File: config.mk
export PLATFORM = sky130hd
export DESIGN_NAME = sorted_median_of_set_unit
export DESIGN_NICKNAME = d
export VERILOG_FILES = /design/src/rtl/core/smos_pkg.sv /design/src/rtl/core/sorted_median_of_set_unit.sv /design/src/rtl/core/smos_ram.sv
export VERILOG_INCLUDE_DIRS = /design/src /design/src/rtl/core
export SDC_FILE = /design/constraint.sdc
export NUM_CORES = 2
export LEC_CHECK = 0
export ABC_AREA = 0
export BUFFER_PORTS_ARGS = -buffer_cell sky130_fd_sc_hd__buf_4
export CAP_MARGIN = 15
export CORE_MARGIN = 8
export CORE_UTILIZATION = 30
export DETAILED_ROUTE_END_ITERATION = 16
export HOLD_SLACK_MARGIN = 0.12
export PLACE_DENSITY_LB_ADDON = 0.12
export SETUP_SLACK_MARGIN = 0.3
export SLEW_MARGIN = 20
export SYNTH_ARGS = -nofsm -noshare
export SYNTH_HDL_FRONTEND = slang
export SYNTH_HIERARCHICAL = 1
export SYNTH_SLANG_ARGS = --single-unit
File: constraint.sdc
create_clock -name aclk -period 13.8 [get_ports aclk]
set_input_delay 2.07 -clock aclk [delete_from_list [all_inputs] [get_ports aclk]]
set_output_delay 2.07 -clock aclk [all_outputs]
set_load 0.05 [all_outputs]
File: src/rtl/core/sorted_median_of_set_unit_macros.svh
// assertion macros for the sorted median unit
`ifndef SORTED_MEDIAN_OF_SET_UNIT_MACROS_SVH
`define SORTED_MEDIAN_OF_SET_UNIT_MACROS_SVH

`ifndef SYNTH
`define SMOS_ASSERT_IMPL(label, ante, cons) \
    label: assert property (@(posedge aclk) disable iff (!aresetn) (ante) |-> (cons)) \
        else $error("assertion failed");
`define SMOS_ASSERT_NEXT(label, ante, cons) \
    label: assert property (@(posedge aclk) disable iff (!aresetn) (ante) |=> (cons)) \
        else $error("assertion failed");
`else
`define SMOS_ASSERT_IMPL(label, ante, cons)
`define SMOS_ASSERT_NEXT(label, ante, cons)
`endif

`endif

File: src/rtl/core/smos_pkg.sv
// shared constants and status codes for the sorted median unit
`timescale 1ns / 1ps
package smos_pkg;
    localparam int MAX_ITEMS  = 64;
    localparam int ADDR_W     = $clog2(MAX_ITEMS);
    localparam int CNT_W      = $clog2(MAX_ITEMS + 1);
    localparam int VALUE_W    = 32;
    localparam int MED_W      = 33;
    localparam int ICNT_W     = 7;
    localparam int STATUS_W   = 2;
    localparam int OUT_BITS   = MED_W + ICNT_W + STATUS_W;
    localparam int M_TDATA_W  = ((OUT_BITS + 7) / 8) * 8;
    localparam int S_TDATA_W  = ((VALUE_W + 7) / 8) * 8;

    localparam logic [STATUS_W-1:0] ST_OK       = 2'd0;
    localparam logic [STATUS_W-1:0] ST_EMPTY    = 2'd1;
    localparam logic [STATUS_W-1:0] ST_OVERFLOW = 2'd2;
endpackage

File: src/rtl/core/sorted_median_of_set_unit.sv
// sorted median unit: insertion sort into a ram and doubled median of each set
// usage:
//   s_ channel carries one signed 32-bit value per transaction in s_tdata;
//   s_tlast closes the set, and its value belongs to the set too.
//   m_ channel carries one result per closed set: doubled median, count
//   of kept values and status (ok, empty, overflow).
//   up to MAX_ITEMS values are kept; later values in the set are dropped
//   and the result reports overflow.
// timing:
//   a value is inserted by one shared compare walking down the sorted ram:
//   it is accepted in S_IDLE, then each stored value it is compared with costs
//   one ram read (S_READ) and one compare and shift (S_CMP), plus S_PUT if it lands first.
//   a value into a full or empty store is handled in S_IDLE alone.
//   closing a set runs states S_MEDA to S_MEDD for two ram reads and the shared adder.
//   s_tready is high only while the sequencer idles.
// reset and stall:
//   aresetn empties the set and clears the result valid flag.
//   a stalled result holds in the output register; the next set can load
//   meanwhile, and only the next result waits for the register to free.
`timescale 1ns / 1ps
`include "sorted_median_of_set_unit_macros.svh"
module sorted_median_of_set_unit (
    input  logic                           aclk,
    input  logic                           aresetn,
    input  logic                           s_tvalid,
    output logic                           s_tready,
    input  logic [smos_pkg::S_TDATA_W-1:0] s_tdata,  // value[31:0]
    input  logic                           s_tlast,
    output logic                           m_tvalid,
    input  logic                           m_tready,
    // median_twice[32:0], item_count[39:33], status[41:40], zero pad
    output logic [smos_pkg::M_TDATA_W-1:0] m_tdata
);
    import smos_pkg::*;

    localparam logic [2:0] S_IDLE = 3'd0;
    localparam logic [2:0] S_READ = 3'd1;
    localparam logic [2:0] S_CMP  = 3'd2;
    localparam logic [2:0] S_PUT  = 3'd3;
    localparam logic [2:0] S_MEDA = 3'd4;
    localparam logic [2:0] S_MEDB = 3'd5;
    localparam logic [2:0] S_MEDC = 3'd6;
    localparam logic [2:0] S_MEDD = 3'd7;

    logic [2:0]           state_reg, state_next;
    logic [CNT_W-1:0]     fill_reg, fill_next;
    logic                 ovf_reg, ovf_next;
    logic [ADDR_W-1:0]    pos_reg, pos_next;
    logic [ADDR_W-1:0]    rd_addr_reg, rd_addr_next;
    logic [VALUE_W-1:0]   value_reg, value_next;
    logic                 last_reg, last_next;
    logic [VALUE_W-1:0]   acc_reg, acc_next;
    logic                 m_tvalid_reg, m_tvalid_next;
    logic [M_TDATA_W-1:0] m_tdata_reg, m_tdata_next;

    logic                 wr_en;
    logic [ADDR_W-1:0]    wr_addr;
    logic [VALUE_W-1:0]   wr_data;
    logic [VALUE_W-1:0]   rd_data;

    logic                 s_acc;
    logic                 out_free;
    logic                 greater;
    logic [MED_W-1:0]     sum;
    logic [STATUS_W-1:0]  status;
    logic [CNT_W-1:0]     mid;

    smos_ram #(
        .DEPTH(MAX_ITEMS),
        .WIDTH(VALUE_W)
    ) u_ram (
        .aclk   (aclk),
        .wr_en  (wr_en),
        .wr_addr(wr_addr),
        .wr_data(wr_data),
        .rd_addr(rd_addr_reg),
        .rd_data(rd_data)
    );

    assign s_tready = (state_reg == S_IDLE);
    assign s_acc    = s_tvalid && s_tready;
    assign out_free = !m_tvalid_reg || m_tready;
    assign m_tvalid = m_tvalid_reg;
    assign m_tdata  = m_tdata_reg;

    // shared compare and adder
    assign greater = $signed(rd_data) > $signed(value_reg);
    assign sum     = {acc_reg[VALUE_W-1], acc_reg}
                   + (fill_reg[0] ? {acc_reg[VALUE_W-1], acc_reg}
                                  : {rd_data[VALUE_W-1], rd_data});
    assign mid     = fill_reg >> 1;

    always_comb begin
        priority if (fill_reg == '0) begin
            status = ST_EMPTY;
        end else if (ovf_reg) begin
            status = ST_OVERFLOW;
        end else begin
            status = ST_OK;
        end
    end

    always_comb begin
        state_next    = state_reg;
        fill_next     = fill_reg;
        ovf_next      = ovf_reg;
        pos_next      = pos_reg;
        rd_addr_next  = rd_addr_reg;
        value_next    = value_reg;
        last_next     = last_reg;
        acc_next      = acc_reg;
        m_tvalid_next = m_tvalid_reg;
        m_tdata_next  = m_tdata_reg;
        wr_en         = 1'b0;
        wr_addr       = pos_reg;
        wr_data       = value_reg;

        if (m_tvalid_reg && m_tready) begin
            m_tvalid_next = 1'b0;
        end

        unique case (state_reg)
            S_IDLE: begin
                if (s_acc) begin
                    value_next = s_tdata[VALUE_W-1:0];
                    last_next  = s_tlast;
                    priority if (fill_reg == CNT_W'(MAX_ITEMS)) begin
                        ovf_next   = 1'b1;
                        state_next = s_tlast ? S_MEDA : S_IDLE;
                    end else if (fill_reg == '0) begin
                        wr_en      = 1'b1;
                        wr_addr    = '0;
                        wr_data    = s_tdata[VALUE_W-1:0];
                        fill_next  = CNT_W'(1);
                        state_next = s_tlast ? S_MEDA : S_IDLE;
                    end else begin
                        pos_next     = ADDR_W'(fill_reg);
                        rd_addr_next = ADDR_W'(fill_reg - CNT_W'(1));
                        state_next   = S_READ;
                    end
                end
            end
            S_READ: begin
                state_next = S_CMP;
            end
            S_CMP: begin
                wr_en = 1'b1;
                if (greater) begin
                    wr_data = rd_data;
                    pos_next = pos_reg - ADDR_W'(1);
                    if (pos_reg == ADDR_W'(1)) begin
                        state_next = S_PUT;
                    end else begin
                        rd_addr_next = pos_reg - ADDR_W'(2);
                        state_next   = S_READ;
                    end
                end else begin
                    fill_next  = fill_reg + CNT_W'(1);
                    state_next = last_reg ? S_MEDA : S_IDLE;
                end
            end
            S_PUT: begin
                wr_en      = 1'b1;
                fill_next  = fill_reg + CNT_W'(1);
                state_next = last_reg ? S_MEDA : S_IDLE;
            end
            S_MEDA: begin
                rd_addr_next = ADDR_W'(mid);
                state_next   = S_MEDB;
            end
            S_MEDB: begin
                rd_addr_next = ADDR_W'(mid - CNT_W'(1));
                state_next   = S_MEDC;
            end
            S_MEDC: begin
                acc_next   = rd_data;
                state_next = S_MEDD;
            end
            S_MEDD: begin
                if (out_free) begin
                    m_tvalid_next = 1'b1;
                    m_tdata_next  = M_TDATA_W'({status, ICNT_W'(fill_reg),
                                    (fill_reg == '0) ? MED_W'(0) : sum});
                    fill_next     = '0;
                    ovf_next      = 1'b0;
                    state_next    = S_IDLE;
                end
            end
            default: begin
                state_next = S_IDLE;
            end
        endcase
    end

    always_ff @(posedge aclk) begin
        if (!aresetn) begin
            state_reg    <= S_IDLE;
            fill_reg     <= '0;
            ovf_reg      <= 1'b0;
            m_tvalid_reg <= 1'b0;
        end else begin
            state_reg    <= state_next;
            fill_reg     <= fill_next;
            ovf_reg      <= ovf_next;
            m_tvalid_reg <= m_tvalid_next;
        end
    end

    always_ff @(posedge aclk) begin
        pos_reg     <= pos_next;
        rd_addr_reg <= rd_addr_next;
        value_reg   <= value_next;
        last_reg    <= last_next;
        acc_reg     <= acc_next;
        m_tdata_reg <= m_tdata_next;
    end

    `SMOS_ASSERT_IMPL(a_fill_bound, 1'b1, fill_reg <= CNT_W'(MAX_ITEMS))
    `SMOS_ASSERT_NEXT(a_full_drop, s_acc && (fill_reg == CNT_W'(MAX_ITEMS)), ovf_reg)
    `SMOS_ASSERT_IMPL(a_pos_bound, state_reg == S_CMP, CNT_W'(pos_reg) <= fill_reg)
    `SMOS_ASSERT_IMPL(a_result_src, $rose(m_tvalid_reg), $past(state_reg == S_MEDD))
endmodule

File: src/rtl/core/smos_ram.sv
// single write port, single read port ram with registered read data
`timescale 1ns / 1ps
module smos_ram #(
    parameter int DEPTH = 64,
    parameter int WIDTH = 32
) (
    input  logic                     aclk,
    input  logic                     wr_en,
    input  logic [$clog2(DEPTH)-1:0] wr_addr,
    input  logic [WIDTH-1:0]         wr_data,
    input  logic [$clog2(DEPTH)-1:0] rd_addr,
    output logic [WIDTH-1:0]         rd_data
);
    logic [WIDTH-1:0] mem [DEPTH];

    always_ff @(posedge aclk) begin
        if (wr_en) begin
            mem[wr_addr] <= wr_data;
        end
    end

    always_ff @(posedge aclk) begin
        rd_data <= mem[rd_addr];
    end
endmodule

==> qor.log <==
[outcome] outcome finished clean
[critical_path] Worst Path Required 14.30 ns
[sta] Fmax 0.180 GHz
[drt] wirelength, routed 251,000 µm
[sta] least setup slack across all paths after layout 8.25 ns
[critical_path] Critical Path Source Type input port
[logic_synthesis] most area-consuming cells after synthesis edfxtp_1 (75%), mux4_2 (14%), mux2i_1 (1.2%)
[place] total half-perimeter wirelength after legalization and detailed placement 150,000 µm
[clocking] Inserted Clock Buffers 243
[grt] GRT Resource Usage Total 0.159
[clocking] TritonCTS clock tree built
[logic_synthesis] cell with the most instances after synthesis edfxtp_1
[floorplan] starting density of the core 0.302
[layout] Multi-input gate area 0.0206 mm²
[sta] shortest clock period the worst path allows after layout 5.55 ns
[logic_synthesis] dominant register cell in the synthesized netlist edfxtp_1
[sta] final count of negative-setup-slack endpoints 0
[clocking] CTS root buf clkbuf_16
[logic_synthesis] sequential element share of the synthesized area 0.758
[grt] pin count of the biggest net entering global routing 110
[drt] wire per inst 29.9 µm
[run] number of max-cap violations 0
[hold_path] class of the tightest hold or removal check register to register
[place] count of buffers from port buffering 80
[power_and_ir_drop] cell area power density 239 mW/mm²
[sta] number of max-slew violations in the final report 0
[power_and_ir_drop] maximum vdd drop 0.000155 V
[logic_synthesis] commonest cells in the netlist edfxtp_1 (2,167), mux4_2 (544), nor2_1 (204), a21oi_1 (118), mux2i_1 (102)
[layout] fraction of final layout cells sized beyond drive strength 1 0.274
[layout] max FFs per register 2,048
[drt] First DRT Iteration DRCs 4,039
[sta] period utilisation layout 0.402
[drt] router iterations before antenna repair 8
[logic_synthesis] number of cells produced by synthesis 4,158
[sta] Max Clock Skew 0.0710 ns
[sta] final hold slack 0.500 ns
[floorplan] Die Outline Area 0.307 mm²
[clocking] insertion delay to the later sink of the worst-skew pair 0.89 ns
[grt] number of global-route vias before repair 42,500
[drt] antenna viol nets, final 0
[floorplan] total core area 0.288 mm²
[clocking] clock slew at the register clock pins of the worst setup and hold paths 0.06 ns
[layout] final core utilization 0.351
[sta] RSZ-0062 raised after global routing no
[place] pre-CTS setup slack 7.18 ns
[grt] Overflow after GRT 0
[floorplan] Cell Rows 197
[clocking] cts hold-fix bufs 0
[critical_path] Setup CP Type input port to register
[logic_synthesis] share of Yosys cell area claimed by the top area cell type 0.748
[critical_path] maximum fanout along the worst path 40
[clocking] post-CTS setup-driven buffer insertion count 0
[logic_synthesis] Mapped Area 0.0870 mm²
[floorplan] die width 554 µm
[floorplan] Chip Height 554 µm
[layout] layout net count 4,532
[logic_synthesis] number of synthesis warnings 6
[sta] slew at the pin with the worst max-slew slack 1.22 ns
[critical_path] CP arrival 6.05 ns
[logic_synthesis] Mapped Avg Cell Area 20.9 µm²
[drt] total number of vias 42,400
[layout] register cell area after layout 0.0660 mm²
[power_and_ir_drop] Static Leakage 0.0317 µW
[grt] number of antenna violations at the first check in global routing 15
[logic_synthesis] cell type with the largest total area after synthesis edfxtp_1
[layout] area added between synthesis and finish 16.5%
[logic_synthesis] EDFF count, synth 2,167
[grt] wire length of the first global-routing pass 351,000 µm
[clocking] number of clock sinks 2,211
[clocking] cells resized by post-CTS repair 0
[floorplan] number of placed I/O pins 87
[drt] ratio of routed vias to standard cells 5.04
[drt] DRC Markers 0
[sta] final setup TNS 0 ns
[clocking] Max clock buf depth 4
[logic_synthesis] number of synthesized register bits 2,211
[sta] final hold vios 0
[place] RePlAce Congestion 0.804
[sta] worst-case headroom to the max-slew limit 0.188
[critical_path] Crit. End Element register
[logic_synthesis] count of cell types in the netlist 73
[logic_synthesis] Post-synth ARST share 0
[layout] number of fillers in the final layout 26,600
[clocking] # H-tree levels 4
-- worst paths after layout --
path                                                from  slack [ns]                     endpoint  depth (start not counted)
worst max register to register  fill_reg[0]$_SDFFE_PN0P_        8.36  u_ram/mem[42][12]$_DFFE_PP_                         13
worst min-delay path                ovf_reg$_SDFFE_PN0P_        0.50         ovf_reg$_SDFFE_PN0P_                          2
worst max-delay path                            s_tvalid        8.25  u_ram/mem[42][12]$_DFFE_PP_                          9
worst min register to register      ovf_reg$_SDFFE_PN0P_        0.50         ovf_reg$_SDFFE_PN0P_                          2
-- cells by family after synthesis --
kind of cell	synth area share
DFF	0.758
buffers and inverters	0.0148
xor gates and xnor gates	0.00332
adders and majority gates	0.0104
and+or+nand+nor	0.0240
AOI/OAI and AO/OA	0.0323
other	0.0000431
muxes	0.157
-- cell type report --
class / count / share of cell area
Clock buffer: 302 / 0.0640
Timing Repair Buffer: 240 / 0.0206
Tap cell: 3781 / 0.0467
Sequential cell: 2211 / 0.651
Antenna cell: 14 / 0.000346
Multi-Input combinational cell: 1677 / 0.203
Inverter: 50 / 0.00185
Clock inverter: 140 / 0.0119
-- power breakdown --
group	internal, µW	switching, µW	total (µW)
sequential	9030	205	9230
combinational	2680	5940	8620
clock	3700	2630	6340
-- critical path, stage by stage --
cell	delay (ns)
buf_4	0.12
and2_2	0.74
and2_2	0.28
buf_4	0.46
nand2b_1	0.30
nor2b_1	0.29
nand2_1	0.68
nor2_4	0.49
buf_4	0.48
-- layout by cell type, fill, tap and decap left out, types with 14 or more instances in the layout --
master and n:
o22ai_1 85, clkbuf_16 248, a22oi_1 48, nand2_1 87, o21ai_4 32, diode_2 14
nor3_1 15, mux4_2 544, xnor2_1 15, mux2_2 30, dfxtp_1 43, nand3_1 22
nand2b_1 16, a21oi_1 118, nor2b_1 22, clkinv_1 60, o21ai_0 38, bufinv_16 22
o221ai_1 29, clkinv_2 51, nor2_1 142, xor2_1 18, buf_12 14, nor2_4 62
clkbuf_1 47, inv_1 49, mux2i_1 102, edfxtp_1 2167, buf_4 220, ha_1 71
-- metal layers --
metal / part of all wire / track usage
met2: 0.44 / 0.238
met4: 0.028 / 0.0442
met3: 0.051 / 0.0222
met5: 0 / 0
met1: 0.48 / 0.241
-- stage by stage --
step	cell area [µm²]	power, µW	std cells
global route	101000	25200	8402
global placement	93200	18100	7945
CTS	101000	24600	8393
detailed placement	93400	18200	7951
floorplan	87000	14100	4163
finish	101000	24200	8415
Power figures use the tool's default switching activity.
